[src/hw/rtl/scwa_pkg.sv]
package scwa_pkg;

    localparam int SAMPLE_BITS = 16;
    localparam int WEIGHT_BITS = 16;
    localparam int BIG_SPAN    = 5;
    localparam int SMALL_SPAN  = 2;
    localparam int NUM_WEIGHTS = 5;

    localparam int MAX_SPAN    = (BIG_SPAN > SMALL_SPAN) ? BIG_SPAN : SMALL_SPAN;
    localparam int STORE_DEPTH = 2 * MAX_SPAN + 1;
    localparam int BIG_DIV     = 2 * BIG_SPAN + 1;

    localparam int DEPTH_W   = $clog2(STORE_DEPTH);
    localparam int FILL_W    = $clog2(STORE_DEPTH + 1);
    localparam int D_W       = $clog2(MAX_SPAN + 1);
    localparam int TAP_W     = $clog2(2 * MAX_SPAN + 1);
    localparam int WI_W      = $clog2(NUM_WEIGHTS);
    localparam int PROD_BITS = SAMPLE_BITS + WEIGHT_BITS;
    localparam int ACC_BITS  = PROD_BITS + TAP_W;
    localparam int WSUM_BITS = WEIGHT_BITS + $clog2(NUM_WEIGHTS);
    localparam int DIV_BITS  = ACC_BITS + 2;
    localparam int Q_BITS    = SAMPLE_BITS + 2;
    localparam int QSTEP_W   = $clog2(Q_BITS);

    localparam int QUEUE_DEPTH = 2;

    localparam int CFG_ADDR_W = 3;
    localparam int CFG_DATA_W = WEIGHT_BITS;

    typedef enum logic [CFG_ADDR_W-1:0] {
        REG_BIG_WINDOW = 3'd0,
        REG_WEIGHT_0   = 3'd1,
        REG_WEIGHT_1   = 3'd2,
        REG_WEIGHT_2   = 3'd3,
        REG_WEIGHT_3   = 3'd4,
        REG_WEIGHT_4   = 3'd5
    } cfg_reg_t;

    typedef struct packed {
        logic signed [SAMPLE_BITS-1:0] left_in;
        logic signed [SAMPLE_BITS-1:0] right_in;
        logic                          last_in;
    } in_item_t;

    typedef struct packed {
        logic signed [SAMPLE_BITS-1:0] left_out;
        logic signed [SAMPLE_BITS-1:0] right_out;
        logic                          last_out;
        logic                          zero_weight_sum;
    } out_item_t;

    typedef struct packed {
        logic                                    big_window;
        logic [NUM_WEIGHTS-1:0][WEIGHT_BITS-1:0] weight;
    } cfg_t;

    typedef struct packed {
        logic signed [SAMPLE_BITS-1:0] left;
        logic signed [SAMPLE_BITS-1:0] right;
        logic                          last;
        logic                          has_out;
        logic [D_W-1:0]                first_d;
    } job_t;

endpackage

[src/hw/rtl/scwa_front.sv]
module scwa_front (
    input  logic               aclk,
    input  logic               aresetn,
    input  logic               big_window,
    input  logic               s_valid,
    output logic               s_ready,
    input  scwa_pkg::in_item_t s_data,
    input  logic               q_full,
    output logic               push,
    output scwa_pkg::job_t     push_job
);

    logic [scwa_pkg::FILL_W-1:0] fill_reg;
    logic [scwa_pkg::FILL_W-1:0] fill_inc;
    logic [scwa_pkg::FILL_W-1:0] span_f;
    logic [scwa_pkg::FILL_W-1:0] dmax;

    assign s_ready = !q_full;
    assign push    = s_valid && !q_full;

    // classify: how many results this item releases and where the first centre sits
    always_comb begin
        fill_inc = (fill_reg < scwa_pkg::FILL_W'(scwa_pkg::STORE_DEPTH))
                   ? fill_reg + scwa_pkg::FILL_W'(1) : fill_reg;
        span_f   = big_window ? scwa_pkg::FILL_W'(scwa_pkg::BIG_SPAN)
                              : scwa_pkg::FILL_W'(scwa_pkg::SMALL_SPAN);
        dmax     = fill_inc - scwa_pkg::FILL_W'(1);
        push_job.left  = s_data.left_in;
        push_job.right = s_data.right_in;
        push_job.last  = s_data.last_in;
        if (s_data.last_in) begin
            push_job.has_out = 1'b1;
            push_job.first_d = (dmax > span_f) ? scwa_pkg::D_W'(span_f)
                                               : scwa_pkg::D_W'(dmax);
        end else begin
            push_job.has_out = (fill_inc > span_f);
            push_job.first_d = scwa_pkg::D_W'(span_f);
        end
    end

    always_ff @(posedge aclk) begin
        if (!aresetn) begin
            fill_reg <= '0;
        end else if (push) begin
            fill_reg <= s_data.last_in ? '0 : fill_inc;
        end
    end

endmodule

[src/hw/rtl/scwa_queue.sv]
module scwa_queue (
    input  logic           aclk,
    input  logic           aresetn,
    input  logic           push,
    input  scwa_pkg::job_t push_job,
    output logic           full,
    input  logic           pop,
    output scwa_pkg::job_t pop_job,
    output logic           empty
);

    localparam int PTR_W = (scwa_pkg::QUEUE_DEPTH > 1) ? $clog2(scwa_pkg::QUEUE_DEPTH) : 1;
    localparam int CNT_W = $clog2(scwa_pkg::QUEUE_DEPTH + 1);

    scwa_pkg::job_t   mem [scwa_pkg::QUEUE_DEPTH];
    logic [PTR_W-1:0] wr_ptr_reg;
    logic [PTR_W-1:0] rd_ptr_reg;
    logic [CNT_W-1:0] count_reg;

    assign empty   = (count_reg == '0);
    assign full    = (count_reg == CNT_W'(scwa_pkg::QUEUE_DEPTH));
    assign pop_job = mem[rd_ptr_reg];

    always_ff @(posedge aclk) begin
        if (push) begin
            mem[wr_ptr_reg] <= push_job;
        end
    end

    always_ff @(posedge aclk) begin
        if (!aresetn) begin
            wr_ptr_reg <= '0;
            rd_ptr_reg <= '0;
            count_reg  <= '0;
        end else begin
            if (push) begin
                wr_ptr_reg <= wr_ptr_reg + PTR_W'(1);
            end
            if (pop) begin
                rd_ptr_reg <= rd_ptr_reg + PTR_W'(1);
            end
            case ({push, pop})
                2'b10:   count_reg <= count_reg + CNT_W'(1);
                2'b01:   count_reg <= count_reg - CNT_W'(1);
                default: count_reg <= count_reg;
            endcase
        end
    end

`ifndef NO_ASSERTIONS
    a_pop_not_empty: assert property (@(posedge aclk) disable iff (!aresetn)
        pop |-> !empty)
        else $error("queue popped while empty");
    a_push_not_full: assert property (@(posedge aclk) disable iff (!aresetn)
        push |-> !full)
        else $error("queue pushed while full");
    a_empty_ptrs: assert property (@(posedge aclk) disable iff (!aresetn)
        empty |-> (wr_ptr_reg == rd_ptr_reg))
        else $error("queue pointers disagree with count");
`endif

endmodule

[src/hw/rtl/scwa_back.sv]
module scwa_back (
    input  logic                aclk,
    input  logic                aresetn,
    input  scwa_pkg::cfg_t      cfg,
    input  logic                q_empty,
    input  scwa_pkg::job_t      q_job,
    output logic                q_pop,
    output logic                m_valid,
    input  logic                m_ready,
    output scwa_pkg::out_item_t m_data
);

    typedef enum logic [2:0] {
        S_IDLE,
        S_START,
        S_MAC,
        S_FLUSH,
        S_DIV_INIT,
        S_DIV,
        S_OUT
    } state_t;

    state_t state_reg;

    logic signed [scwa_pkg::SAMPLE_BITS-1:0] store_l [scwa_pkg::STORE_DEPTH];
    logic signed [scwa_pkg::SAMPLE_BITS-1:0] store_r [scwa_pkg::STORE_DEPTH];

    logic [scwa_pkg::D_W-1:0]              d_reg;
    logic                                  last_reg;
    logic [scwa_pkg::TAP_W-1:0]            k_reg;
    logic signed [scwa_pkg::PROD_BITS-1:0] prod_l_reg;
    logic signed [scwa_pkg::PROD_BITS-1:0] prod_r_reg;
    logic signed [scwa_pkg::ACC_BITS-1:0]  acc_l_reg;
    logic signed [scwa_pkg::ACC_BITS-1:0]  acc_r_reg;
    logic signed [scwa_pkg::WSUM_BITS-1:0] den_reg;
    logic [scwa_pkg::DIV_BITS-1:0]         rem_l_reg;
    logic [scwa_pkg::DIV_BITS-1:0]         rem_r_reg;
    logic [scwa_pkg::DIV_BITS-1:0]         div_reg;
    logic [scwa_pkg::Q_BITS-1:0]           q_l_reg;
    logic [scwa_pkg::Q_BITS-1:0]           q_r_reg;
    logic                                  neg_l_reg;
    logic                                  neg_r_reg;
    logic [scwa_pkg::QSTEP_W-1:0]          step_reg;
    logic                                  zero_reg;
    logic                                  m_valid_reg;
    scwa_pkg::out_item_t                   m_data_reg;

    logic [scwa_pkg::TAP_W-1:0]            k_end;
    logic signed [scwa_pkg::SAMPLE_BITS-1:0] samp_l;
    logic signed [scwa_pkg::SAMPLE_BITS-1:0] samp_r;
    logic signed [scwa_pkg::WEIGHT_BITS-1:0] tap_w;
    logic signed [scwa_pkg::WSUM_BITS-1:0] wsum;
    logic [scwa_pkg::WSUM_BITS-1:0]        den_mag;
    logic [scwa_pkg::ACC_BITS-1:0]         mag_l;
    logic [scwa_pkg::ACC_BITS-1:0]         mag_r;
    logic [scwa_pkg::DIV_BITS-1:0]         num_l;
    logic [scwa_pkg::DIV_BITS-1:0]         num_r;
    logic [scwa_pkg::DIV_BITS-1:0]         div_init;
    logic                                  ge_l;
    logic                                  ge_r;
    logic                                  out_free;

    function automatic logic signed [scwa_pkg::SAMPLE_BITS-1:0] sat_round(
        input logic [scwa_pkg::Q_BITS-1:0] q,
        input logic                        neg
    );
        logic [scwa_pkg::Q_BITS-1:0] lim;
        logic [scwa_pkg::Q_BITS-1:0] neg_q;
        lim   = scwa_pkg::Q_BITS'(1) << (scwa_pkg::SAMPLE_BITS - 1);
        neg_q = '0 - q;
        if (neg) begin
            if (q > lim) begin
                return {1'b1, {(scwa_pkg::SAMPLE_BITS-1){1'b0}}};
            end
            return neg_q[scwa_pkg::SAMPLE_BITS-1:0];
        end
        if (q >= lim) begin
            return {1'b0, {(scwa_pkg::SAMPLE_BITS-1){1'b1}}};
        end
        return q[scwa_pkg::SAMPLE_BITS-1:0];
    endfunction

    assign q_pop    = (state_reg == S_IDLE) && !q_empty;
    assign out_free = !m_valid_reg || m_ready;
    assign m_valid  = m_valid_reg;
    assign m_data   = m_data_reg;

    // tap fetch: window position and weight for the current tap
    always_comb begin
        int span_i;
        int idx_i;
        int wi_i;
        span_i = cfg.big_window ? scwa_pkg::BIG_SPAN : scwa_pkg::SMALL_SPAN;
        k_end  = cfg.big_window ? scwa_pkg::TAP_W'(2 * scwa_pkg::BIG_SPAN)
                                : scwa_pkg::TAP_W'(2 * scwa_pkg::SMALL_SPAN);
        idx_i  = int'(d_reg) + span_i - int'(k_reg);
        wi_i   = int'(k_reg) - scwa_pkg::SMALL_SPAN + 2;
        samp_l = '0;
        samp_r = '0;
        if (idx_i >= 0 && idx_i < scwa_pkg::STORE_DEPTH) begin
            samp_l = store_l[idx_i[scwa_pkg::DEPTH_W-1:0]];
            samp_r = store_r[idx_i[scwa_pkg::DEPTH_W-1:0]];
        end
        tap_w = '0;
        if (cfg.big_window) begin
            tap_w = scwa_pkg::WEIGHT_BITS'(1);
        end else if (wi_i >= 0 && wi_i < scwa_pkg::NUM_WEIGHTS) begin
            tap_w = $signed(cfg.weight[wi_i[scwa_pkg::WI_W-1:0]]);
        end
    end

    always_comb begin
        wsum = '0;
        for (int i = 0; i < scwa_pkg::NUM_WEIGHTS; i++) begin
            wsum = wsum + scwa_pkg::WSUM_BITS'($signed(cfg.weight[i]));
        end
    end

    // rounding divide setup: (2|n| + |d|) / (2|d|)
    always_comb begin
        den_mag  = den_reg[scwa_pkg::WSUM_BITS-1] ? scwa_pkg::WSUM_BITS'(-den_reg)
                                                  : scwa_pkg::WSUM_BITS'(den_reg);
        mag_l    = acc_l_reg[scwa_pkg::ACC_BITS-1] ? scwa_pkg::ACC_BITS'(-acc_l_reg)
                                                   : scwa_pkg::ACC_BITS'(acc_l_reg);
        mag_r    = acc_r_reg[scwa_pkg::ACC_BITS-1] ? scwa_pkg::ACC_BITS'(-acc_r_reg)
                                                   : scwa_pkg::ACC_BITS'(acc_r_reg);
        num_l    = scwa_pkg::DIV_BITS'({mag_l, 1'b0}) + scwa_pkg::DIV_BITS'(den_mag);
        num_r    = scwa_pkg::DIV_BITS'({mag_r, 1'b0}) + scwa_pkg::DIV_BITS'(den_mag);
        div_init = scwa_pkg::DIV_BITS'({den_mag, 1'b0}) << (scwa_pkg::Q_BITS - 1);
        ge_l     = (rem_l_reg >= div_reg);
        ge_r     = (rem_r_reg >= div_reg);
    end

    always_ff @(posedge aclk) begin
        if (!aresetn) begin
            state_reg   <= S_IDLE;
            m_valid_reg <= 1'b0;
            for (int i = 0; i < scwa_pkg::STORE_DEPTH; i++) begin
                store_l[i] <= '0;
                store_r[i] <= '0;
            end
        end else begin
            // result taken; in S_OUT the register is reloaded below instead
            if (m_valid_reg && m_ready && state_reg != S_OUT) begin
                m_valid_reg <= 1'b0;
            end
            unique case (state_reg)
                S_IDLE: begin
                    if (!q_empty) begin
                        for (int i = scwa_pkg::STORE_DEPTH - 1; i > 0; i--) begin
                            store_l[i] <= store_l[i-1];
                            store_r[i] <= store_r[i-1];
                        end
                        store_l[0] <= q_job.left;
                        store_r[0] <= q_job.right;
                        d_reg      <= q_job.first_d;
                        last_reg   <= q_job.last;
                        if (q_job.has_out) begin
                            state_reg <= S_START;
                        end
                    end
                end
                S_START: begin
                    k_reg      <= '0;
                    acc_l_reg  <= '0;
                    acc_r_reg  <= '0;
                    prod_l_reg <= '0;
                    prod_r_reg <= '0;
                    den_reg    <= cfg.big_window
                                  ? scwa_pkg::WSUM_BITS'(scwa_pkg::BIG_DIV) : wsum;
                    if (!cfg.big_window && wsum == '0) begin
                        zero_reg  <= 1'b1;
                        q_l_reg   <= '0;
                        q_r_reg   <= '0;
                        neg_l_reg <= 1'b0;
                        neg_r_reg <= 1'b0;
                        state_reg <= S_OUT;
                    end else begin
                        zero_reg  <= 1'b0;
                        state_reg <= S_MAC;
                    end
                end
                S_MAC: begin
                    acc_l_reg  <= acc_l_reg + scwa_pkg::ACC_BITS'(prod_l_reg);
                    acc_r_reg  <= acc_r_reg + scwa_pkg::ACC_BITS'(prod_r_reg);
                    prod_l_reg <= samp_l * tap_w;
                    prod_r_reg <= samp_r * tap_w;
                    k_reg      <= k_reg + scwa_pkg::TAP_W'(1);
                    if (k_reg == k_end) begin
                        state_reg <= S_FLUSH;
                    end
                end
                S_FLUSH: begin
                    acc_l_reg <= acc_l_reg + scwa_pkg::ACC_BITS'(prod_l_reg);
                    acc_r_reg <= acc_r_reg + scwa_pkg::ACC_BITS'(prod_r_reg);
                    state_reg <= S_DIV_INIT;
                end
                S_DIV_INIT: begin
                    rem_l_reg <= num_l;
                    rem_r_reg <= num_r;
                    div_reg   <= div_init;
                    q_l_reg   <= '0;
                    q_r_reg   <= '0;
                    neg_l_reg <= acc_l_reg[scwa_pkg::ACC_BITS-1]
                                 ^ den_reg[scwa_pkg::WSUM_BITS-1];
                    neg_r_reg <= acc_r_reg[scwa_pkg::ACC_BITS-1]
                                 ^ den_reg[scwa_pkg::WSUM_BITS-1];
                    step_reg  <= '0;
                    state_reg <= S_DIV;
                end
                S_DIV: begin
                    if (ge_l) begin
                        rem_l_reg <= rem_l_reg - div_reg;
                    end
                    if (ge_r) begin
                        rem_r_reg <= rem_r_reg - div_reg;
                    end
                    q_l_reg  <= {q_l_reg[scwa_pkg::Q_BITS-2:0], ge_l};
                    q_r_reg  <= {q_r_reg[scwa_pkg::Q_BITS-2:0], ge_r};
                    div_reg  <= div_reg >> 1;
                    step_reg <= step_reg + scwa_pkg::QSTEP_W'(1);
                    if (step_reg == scwa_pkg::QSTEP_W'(scwa_pkg::Q_BITS - 1)) begin
                        state_reg <= S_OUT;
                    end
                end
                S_OUT: begin
                    if (out_free) begin
                        m_valid_reg                <= 1'b1;
                        m_data_reg.left_out        <= sat_round(q_l_reg, neg_l_reg);
                        m_data_reg.right_out       <= sat_round(q_r_reg, neg_r_reg);
                        m_data_reg.last_out        <= last_reg && (d_reg == '0);
                        m_data_reg.zero_weight_sum <= zero_reg;
                        if (!last_reg || d_reg == '0) begin
                            if (last_reg) begin
                                for (int i = 0; i < scwa_pkg::STORE_DEPTH; i++) begin
                                    store_l[i] <= '0;
                                    store_r[i] <= '0;
                                end
                            end
                            state_reg <= S_IDLE;
                        end else begin
                            d_reg     <= d_reg - scwa_pkg::D_W'(1);
                            state_reg <= S_START;
                        end
                    end
                end
                default: begin
                    state_reg <= S_IDLE;
                end
            endcase
        end
    end

`ifndef NO_ASSERTIONS
    a_divisor_nonzero: assert property (@(posedge aclk) disable iff (!aresetn)
        (state_reg == S_DIV) |-> (div_reg != '0))
        else $error("divider running with a zero divisor");
    a_centre_in_range: assert property (@(posedge aclk) disable iff (!aresetn)
        (state_reg != S_IDLE) |-> (int'(d_reg) <= scwa_pkg::MAX_SPAN))
        else $error("window centre beyond span");
    a_buffer_end_clears: assert property (@(posedge aclk) disable iff (!aresetn)
        (state_reg == S_OUT && out_free && last_reg && d_reg == '0)
        |=> (state_reg == S_IDLE && store_l[0] == '0 && store_r[0] == '0))
        else $error("window not cleared after final item of buffer");
`endif

endmodule

[src/hw/rtl/stereo_centered_window_average.sv]
// channel  ports                          dir  payload
// input    s_valid s_ready s_data         in   in_item_t: left_in, right_in, last_in
// result   m_valid m_ready m_data         out  out_item_t: left_out, right_out,
//                                              last_out, zero_weight_sum
// config   cfg_wr_en cfg_addr cfg_wdata   in   index 0 big_window, 1..5 weight_0..4
//
// the back end takes one item at a time; each result an item releases walks
// 11 taps in big mode or 5 in small mode through one multiply-accumulate per
// channel, then an 18-step restoring divider; a result with a zero weight
// sum skips both; a final item releases up to 6 results; reset is synchronous
// on aresetn low and clears the window store, the configuration and the
// control state; the 2-entry job queue takes items while the back end works
// and the output register holds a result while m_ready is low
module stereo_centered_window_average (
    input  logic                                aclk,
    input  logic                                aresetn,
    input  logic                                s_valid,
    output logic                                s_ready,
    input  scwa_pkg::in_item_t                  s_data,
    output logic                                m_valid,
    input  logic                                m_ready,
    output scwa_pkg::out_item_t                 m_data,
    input  logic                                cfg_wr_en,
    input  logic [scwa_pkg::CFG_ADDR_W-1:0]     cfg_addr,
    input  logic [scwa_pkg::CFG_DATA_W-1:0]     cfg_wdata
);

    // configuration registers
    scwa_pkg::cfg_t cfg_reg;

    // front end to queue
    logic           push;
    scwa_pkg::job_t push_job;
    logic           q_full;

    // queue to back end
    logic           q_pop;
    logic           q_empty;
    scwa_pkg::job_t q_job;

    // register writes, indexes past the list are dropped
    always_ff @(posedge aclk) begin
        if (!aresetn) begin
            cfg_reg <= '0;
        end else if (cfg_wr_en) begin
            unique case (cfg_addr)
                scwa_pkg::REG_BIG_WINDOW: cfg_reg.big_window <= cfg_wdata[0];
                scwa_pkg::REG_WEIGHT_0:   cfg_reg.weight[0]  <= cfg_wdata;
                scwa_pkg::REG_WEIGHT_1:   cfg_reg.weight[1]  <= cfg_wdata;
                scwa_pkg::REG_WEIGHT_2:   cfg_reg.weight[2]  <= cfg_wdata;
                scwa_pkg::REG_WEIGHT_3:   cfg_reg.weight[3]  <= cfg_wdata;
                scwa_pkg::REG_WEIGHT_4:   cfg_reg.weight[4]  <= cfg_wdata;
                default: begin
                end
            endcase
        end
    end

    // front end: tracks buffer fill and tags each item with its result count
    scwa_front u_front (
        .aclk       (aclk),
        .aresetn    (aresetn),
        .big_window (cfg_reg.big_window),
        .s_valid    (s_valid),
        .s_ready    (s_ready),
        .s_data     (s_data),
        .q_full     (q_full),
        .push       (push),
        .push_job   (push_job)
    );

    // short job queue so input and compute stall independently
    scwa_queue u_queue (
        .aclk     (aclk),
        .aresetn  (aresetn),
        .push     (push),
        .push_job (push_job),
        .full     (q_full),
        .pop      (q_pop),
        .pop_job  (q_job),
        .empty    (q_empty)
    );

    // back end: window store, shared mac, divider, output register
    scwa_back u_back (
        .aclk    (aclk),
        .aresetn (aresetn),
        .cfg     (cfg_reg),
        .q_empty (q_empty),
        .q_job   (q_job),
        .q_pop   (q_pop),
        .m_valid (m_valid),
        .m_ready (m_ready),
        .m_data  (m_data)
    );

endmodule

[config.mk]
export PLATFORM = sky130hd
export DESIGN_NAME = stereo_centered_window_average
export DESIGN_NICKNAME = d
export VERILOG_FILES = /design/src/hw/rtl/scwa_pkg.sv /design/src/hw/rtl/scwa_front.sv /design/src/hw/rtl/scwa_queue.sv /design/src/hw/rtl/scwa_back.sv /design/src/hw/rtl/stereo_centered_window_average.sv
export SDC_FILE = /design/constraint.sdc
export NUM_CORES = 2
export LEC_CHECK = 0
export BUFFER_PORTS_ARGS = -buffer_cell sky130_fd_sc_hd__buf_2
export CORE_ASPECT_RATIO = 1.25
export CORE_MARGIN = 8
export CORE_UTILIZATION = 65
export CTS_CLUSTER_DIAMETER = 150
export DETAILED_ROUTE_END_ITERATION = 12
export PLACE_DENSITY = 0.91
export SLEW_MARGIN = 20
export SYNTH_ARGS = -nofsm -noshare
export SYNTH_HDL_FRONTEND = slang
export SYNTH_HIERARCHICAL = 1
export SYNTH_SLANG_ARGS = --single-unit
export TNS_END_PERCENT = 1
[constraint.sdc]
create_clock -name aclk -period 13.1 [get_ports aclk]
set_clock_uncertainty 0.05 [all_clocks]
set_input_delay 0.655 -clock aclk [delete_from_list [all_inputs] [get_ports aclk]]
set_output_delay 0.655 -clock aclk [all_outputs]
set_load 0.01 [all_outputs]
; After elaboration in Yosys (flattened, before gate mapping)
; Memories as Yosys holds them, arrays and structs flattened. A register that Yosys moved wholly into a read port is not among the register bits.
; Cells that the tools add are included.
[word_totals]
ff_bits = 448
mem_bits_rw = 426
input_bits = 57
out_inout_bits = 36
elab_cells = 348
memories = 3
[memory_table]
columns = name, words, word_bits, rd, rd_ports_with_merged_regs, write_ports, line
row1 = u_back.store_l, 11, 16, 11, 0, 11, scwa_back.sv:25  ; logic signed [scwa_pkg::SAMPLE_BITS-1:0] store_l [scwa_pkg::STORE_DEPTH];
row2 = u_back.store_r, 11, 16, 11, 0, 11, scwa_back.sv:26  ; logic signed [scwa_pkg::SAMPLE_BITS-1:0] store_r [scwa_pkg::STORE_DEPTH];
row3 = u_queue.mem, 2, 37, 1, 1, 1, scwa_queue.sv:15  ; scwa_pkg::job_t mem [scwa_pkg::QUEUE_DEPTH];
[classes]
n_addsub = 28
multipliers = 2
n_lt_le_gt_ge = 14
eq_ne = 26
mux = 149
n_bitwise = 47
reduce_logical = 46
[ops]
columns = operator, n
row1 = 16-bit two-way mux, 61
row2 = 38-bit one-hot mux with 2 select lines, 3
row3 = 36-bit one-hot mux with 2 select lines, 2
row4 = 32-bit one-hot mux with 2 select lines, 2
row5 = 18-bit one-hot mux with 3 select lines, 2
row6 = 37-bit by 19-bit adder with 38-bit output, 2
row7 = 38-bit >= comparator, 2
row8 = 38-bit two-way mux, 2
row9 = 38-bit subtractor, 2
row10 = 36-bit by 32-bit adder with 36-bit output, 2
row11 = 36-bit two-way mux, 2
row12 = 36-bit negation, 2
row13 = 32-bit by 1-bit >= comparator with 1-bit output (second input constant), 2
row14 = 16-bit by 16-bit multiplier with 32-bit output, 2
row15 = 1-bit two-way mux, 49
row16 = 16-bit binary-select mux with 3-bit select, 1
row17 = 1-bit bitwise OR, 44
row18 = 19-bit by 16-bit adder with 19-bit output, 2
row19 = 18-bit by 16-bit >= comparator with 1-bit output (second input constant), 2
row20 = 18-bit by 16-bit > comparator with 1-bit output (second input constant), 2
row21 = 3-bit two-way mux, 12
row22 = 32-bit by 3-bit adder with 32-bit output (second input constant), 1
row23 = 4-bit by 32-bit adder with 32-bit output, 1
row24 = 32-bit by 4-bit < comparator with 1-bit output (second input constant), 1
row25 = other kinds (50), 109

; Logic depth before layout (Yosys ltp)
[logic_depth]
ltp_word = 11
depth_mapped = 40
mapped_depth_nobuf = 34

; Hierarchy
; Netlist, hierarchy kept.
[by_module_without_submodules]
columns = module, instances, cells_each, area_each_um2, seq_area_each_um2
row1 = scwa_back, 1, 6297, 63961.3, 21280.4
row2 = stereo_centered_window_average, 1, 286, 3014.1, 1621.6
row3 = scwa_queue, 1, 137, 2882.8, 2322.2
row4 = scwa_front, 1, 107, 807.0, 80.1

; Least setup slack after synthesis
; OpenSTA, ideal clock, no wires.
[synth_path]
kind = flip-flop to flip-flop
start = register, netlist name cfg_reg[80]
end = register u_back/prod_l_reg[27] (netlist name) (data pin)
setup_ns = 0.135
arrival_time_ns = 10.162
required_ns = 12.915
slack_ns = 2.753
stages_incl_launch_ff = 38
n_path_buf = 7
period_less_slack_ns = 10.347
path_cell_list = dfxtp_1 -> inv_1 -> ha_1 -> inv_1 -> ha_1 -> fa_1 -> buf_1 -> buf_1 -> buf_1 -> clkbuf_1 -> clkbuf_1 -> a21oi_1 -> o21a_1 -> ha_1 -> clkbuf_1 -> clkbuf_1 -> o211ai_1 -> nor2_1 -> (+2 left out) -> fa_1 -> fa_1 -> inv_1 -> ha_1 -> fa_1 -> inv_1 -> fa_1 -> inv_1 -> ha_1 -> or4_1 -> a21oi_1 -> o31a_1 -> o311a_1 -> o21ai_0 -> a31oi_1 -> o21bai_1 -> or4b_2 -> nand3_1
[synth_via]
elab_chain_cells = 8
elab_cells_between_ends = 11
classes_between = 2 x add/sub / 1 x mul / 2 x order compare / 4 x mux / 1 x reduce/logical / 1 x memory
[synth_rtl]
columns = item, line
row1 = 3-bit two-way mux, scwa_back.sv:93  ; span_i = cfg.big_window ? scwa_pkg::BIG_SPAN : scwa_pkg::SMALL_SPAN;
row2 = 4-bit by 32-bit adder with 32-bit output, scwa_back.sv:96  ; idx_i = int'(d_reg) + span_i - int'(k_reg);
row3 = 32-bit by 5-bit subtractor with 32-bit output, scwa_back.sv:96
row4 = 32-bit by 1-bit >= comparator with 1-bit output / 32-bit by 5-bit < comparator with 1-bit output (equally long branches), scwa_back.sv:100  ; if (idx_i >= 0 && idx_i < scwa_pkg::STORE_DEPTH) begin
row5 = 1-bit logical AND, scwa_back.sv:100
row6 = 16-bit two-way mux, scwa_back.sv:100
row7 = 16-bit by 16-bit multiplier with 32-bit output (*), scwa_back.sv:186  ; prod_l_reg <= samp_l * tap_w;
row8 = 32-bit one-hot mux with 2 select lines (*), scwa_back.sv:147  ; unique case (state_reg)
row9 = to (signal assigned), scwa_back.sv:186
row10 = to (decl), scwa_back.sv:31  ; logic signed [scwa_pkg::PROD_BITS-1:0] prod_l_reg;
; Every way passes the cells marked *; elsewhere a longest branch is shown, timed or not.
; A chain may end at the register's enable or synchronous reset.

; Worst setup path after layout
[layout_path]
start = register, netlist name cfg_reg[80]
end = register u_back/prod_r_reg[30] (netlist name) (data pin)
[layout_via]
elab_chain_cells = 8
elab_cells_between_ends = 11
classes_between = 2 x add/sub / 1 x mul / 2 x order compare / 4 x mux / 1 x reduce/logical / 1 x memory
[layout_rtl]
columns = item, line
row1 = 3-bit two-way mux, scwa_back.sv:93
row2 = 4-bit by 32-bit adder with 32-bit output, scwa_back.sv:96
row3 = 32-bit by 5-bit subtractor with 32-bit output, scwa_back.sv:96
row4 = 32-bit by 1-bit >= comparator with 1-bit output / 32-bit by 5-bit < comparator with 1-bit output (equally long branches), scwa_back.sv:100
row5 = 1-bit logical AND, scwa_back.sv:100
row6 = 16-bit two-way mux, scwa_back.sv:100
row7 = 16-bit by 16-bit multiplier with 32-bit output (*), scwa_back.sv:187  ; prod_r_reg <= samp_r * tap_w;
row8 = 32-bit one-hot mux with 2 select lines (*), scwa_back.sv:147
row9 = to (signal assigned), scwa_back.sv:187
row10 = to (decl), scwa_back.sv:32  ; logic signed [scwa_pkg::PROD_BITS-1:0] prod_r_reg;
; Marked as above.

==> impl_metrics.csv <==
group,metric,value,unit
run_status,status,"complete, no violations",
critical_path,crit_fanout,27,
critical_path,worstSetupStartpointType,"register",
placed_design,place_hpwl,130,mm
sta,setup-tns-final,0,ns
min_path,hp-start,"s_data[27]",
cts,cts_sinks,874,
final_layout,drive_above_1_share,0.0724,
detailed_routing,wl_per_cell,21.9,um
sta,slew_headroom,0.148,
sta,worstMarginPinSlew,1.28,ns
cts,cts_resized,0,
logic_synthesis,seq_area_frac_synth,0.358,
cts,cts_hold_buf,0,
sta,setup_slack,1.98,ns
detailed_routing,drt_iter0_drc,5360,
detailed_routing,post-route-drc-count,0,
logic_synthesis,syn_area_per_cell,10.4,sq um
sta,timing.hold.ws,0.0833,ns
placed_design,port_buffers,92,
critical_path,cp_common_cell,"fa_1",
critical_path,crit_path_end_kind,"register",
logic_synthesis,yosys_register_bits,874,
flow_run,cap_violations,0,
final_layout,syn_to_final_growth,6.20,%
cts,cts_root_buffer,"clkbuf_16",
power,p_leak,33.6,nW
cts,cts_buffers,86,
critical_path,slowest_delay,0.88,ns
detailed_routing,drt-total-wl,181,mm
critical_path,slowest_stage,"fa_1",
detailed_routing,drt_first_pass_iters,8,
cts,clockBufferDepth,3,
sta,rsz0062_at_grt,"false",
logic_synthesis,synth_area,70700,sq um
logic_synthesis,synth_edf_count,780,
final_layout,nNetsFinal,7749,
cts,clkTransAtPathRegs,0.06,ns
sta,period_share,0.849,
power,powerDensity,164,nW/um^2
logic_synthesis,synthArstFlopShare,0,
grt,grt_usage,0.294,
critical_path,critPathKind,"register to register",
cts,cts_tree,"yes",
grt,antenna_found_initial,1,
sta,setup_violations,0,
die,dieHeight,385,um
grt,grt_start_max_net_pins,272,
logic_synthesis,yosysWarningCount,6,
die,initial_core_util,0.654,
placed_design,gp_congestion,0.971,
logic_synthesis,synth_top_flop_cell,"edfxtp_1",
sta,max_freq,89.9,MHz
critical_path,cp.required,13.47,ns
critical_path,cp.arrival,11.49,ns
detailed_routing,vias,52630,
final_layout,final_cell_area,75000,sq um
grt,overflow,0,
sta,slew_violations,0,
logic_synthesis,synth.distinct_cells,96,
min_path,hold_class,"input pin to register",
placed_design,place_ws,2.10,ns
placed_design,dpl_cell_area,72100,sq um
die,rows,135,
cts,post_cts_buffers,0,
cts,htree_levels,3,
power,peakVddDrop,0.000294,V
detailed_routing,antenna_left,0,
logic_synthesis,syn_inst,6827,
die,core,108000,sq um
critical_path,crit_start,"cfg_reg[80]",
grt,grt_pass1_wl,284,mm
sta,hold_viol,0,
cts,insertion_delay,0.72,ns
die,die-area,120000,sq um
sta,post-route-min-period,11.12,ns
critical_path,r2r_start,"cfg_reg[80]",
grt,first_global_vias,54074,
detailed_routing,viasPerCell,6.39,
die,die_x,311,um
logic_synthesis,synth_fp_nets,7856,
die,ios,93,
[per-layer routing]
layer | GRT usage | wire length [um] | vias up
met4 | 0.200 | 14100 | 0
met3 | 0.0454 | 13700 | 801
li1 | - | - | 23379
met2 | 0.514 | 89200 | 2818
met5 | 0 | 0 | -
met1 | 0.331 | 63600 | 25632
[final cells by class]
cell class                      instances  area (sq um)
Multi-Input combinational cell       4847         41200
Sequential cell                       874         25300
Timing Repair Buffer                  155          1030
Fill cell                            7220         33100
Clock buffer                          104          2230
Inverter                              756          2840
Tap cell                             1438          1800
Antenna cell                            1          2.50
Clock inverter                         56           676
[per-stage QoR]
stage | power [mW] | utilization | std cells
global placement | 9.31 | 0.667 | 8067
finish | 12.3 | 0.694 | 8231
floorplan | 8.16 | - | 6827
global route | 12.9 | 0.694 | 8230
CTS | 12.2 | 0.694 | 8227
detailed placement | 9.53 | 0.667 | 8067
[synthesized netlist by cell type, drive strengths merged (64+ instances only)]
cell	instances	share of area
a21o	147	0.016
clkbuf	261	0.014
fa	583	0.17
a21oi	231	0.017
mux4	64	0.020
ha	389	0.069
xnor2	209	0.026
nand3	79	0.0056
and2	64	0.0057
mux2i	171	0.024
nor3	88	0.0064
dfxtp	94	0.027
inv	756	0.040
o21ai	230	0.016
and3	388	0.034
nor2	662	0.035
o211ai	71	0.0075
edfxtp	780	0.33
nand2b	67	0.0059
xor2	133	0.016
nand2	548	0.029
buf	89	0.0080
[placed cells by master, fill, tap and decap left out, types with 84 or more instances in the layout]
cell type  Yosys  final
clkbuf_16      0     86
dfxtp_1       94     93
xor2_1       133    132
inv_1        756    756
edfxtp_1     780    780
and3_1       388    387
o21ai_0      217    208
buf_2         13     91
nor3_1        86     84
a21oi_1      230    228
xnor2_1      209    208
ha_1         389    388
nor2_1       662    661
nand2_1      548    548
fa_1         583    582
a21o_1       147    147
mux2i_1      171    171
[report_power, final]
part | internal [mW] | switching (mW)
Combinational | 1.92 | 3.36
Clock | 1.43 | 1.13
Sequential | 3.99 | 0.470
Total | 7.34 | 4.96
[path summary, 6_finish.rpt]
check | endpoint | slack (ns) | cells past startpoint
min reg2reg | u_back/m_data[0] | 0.44 | 0
max | u_back/prod_r_reg[30] | 1.98 | 33
min | u_queue/mem[0][31] | 0.08 | 1
max reg2reg | u_back/prod_r_reg[30] | 1.98 | 33
[logic make-up (layout without fill, tap and decap cells)]
group,count (synthesis),in the layout,synth area share
simple gates,2181,2181,0.150
fa+ha+maj,972,972,0.234
mux,292,292,0.0538
xor+xnor,342,342,0.0424
other cells,0,1,0
flops,874,874,0.358
compound gates,1060,1060,0.0993
buf+inv,1106,1071,0.0620
[critical path, delay by kind of cell (launching register included)]
family / cells / cell delay [ns]
DFF: 1 / 0.31
xor gates and xnor gates: 2 / 0.39
AOI/OAI and AO/OA: 9 / 1.93
and+or+nand+nor: 4 / 1.12
buffers and inverters: 8 / 1.60
adders and majority gates: 10 / 5.37
Note: power is estimated with default switching activity, not from simulation.
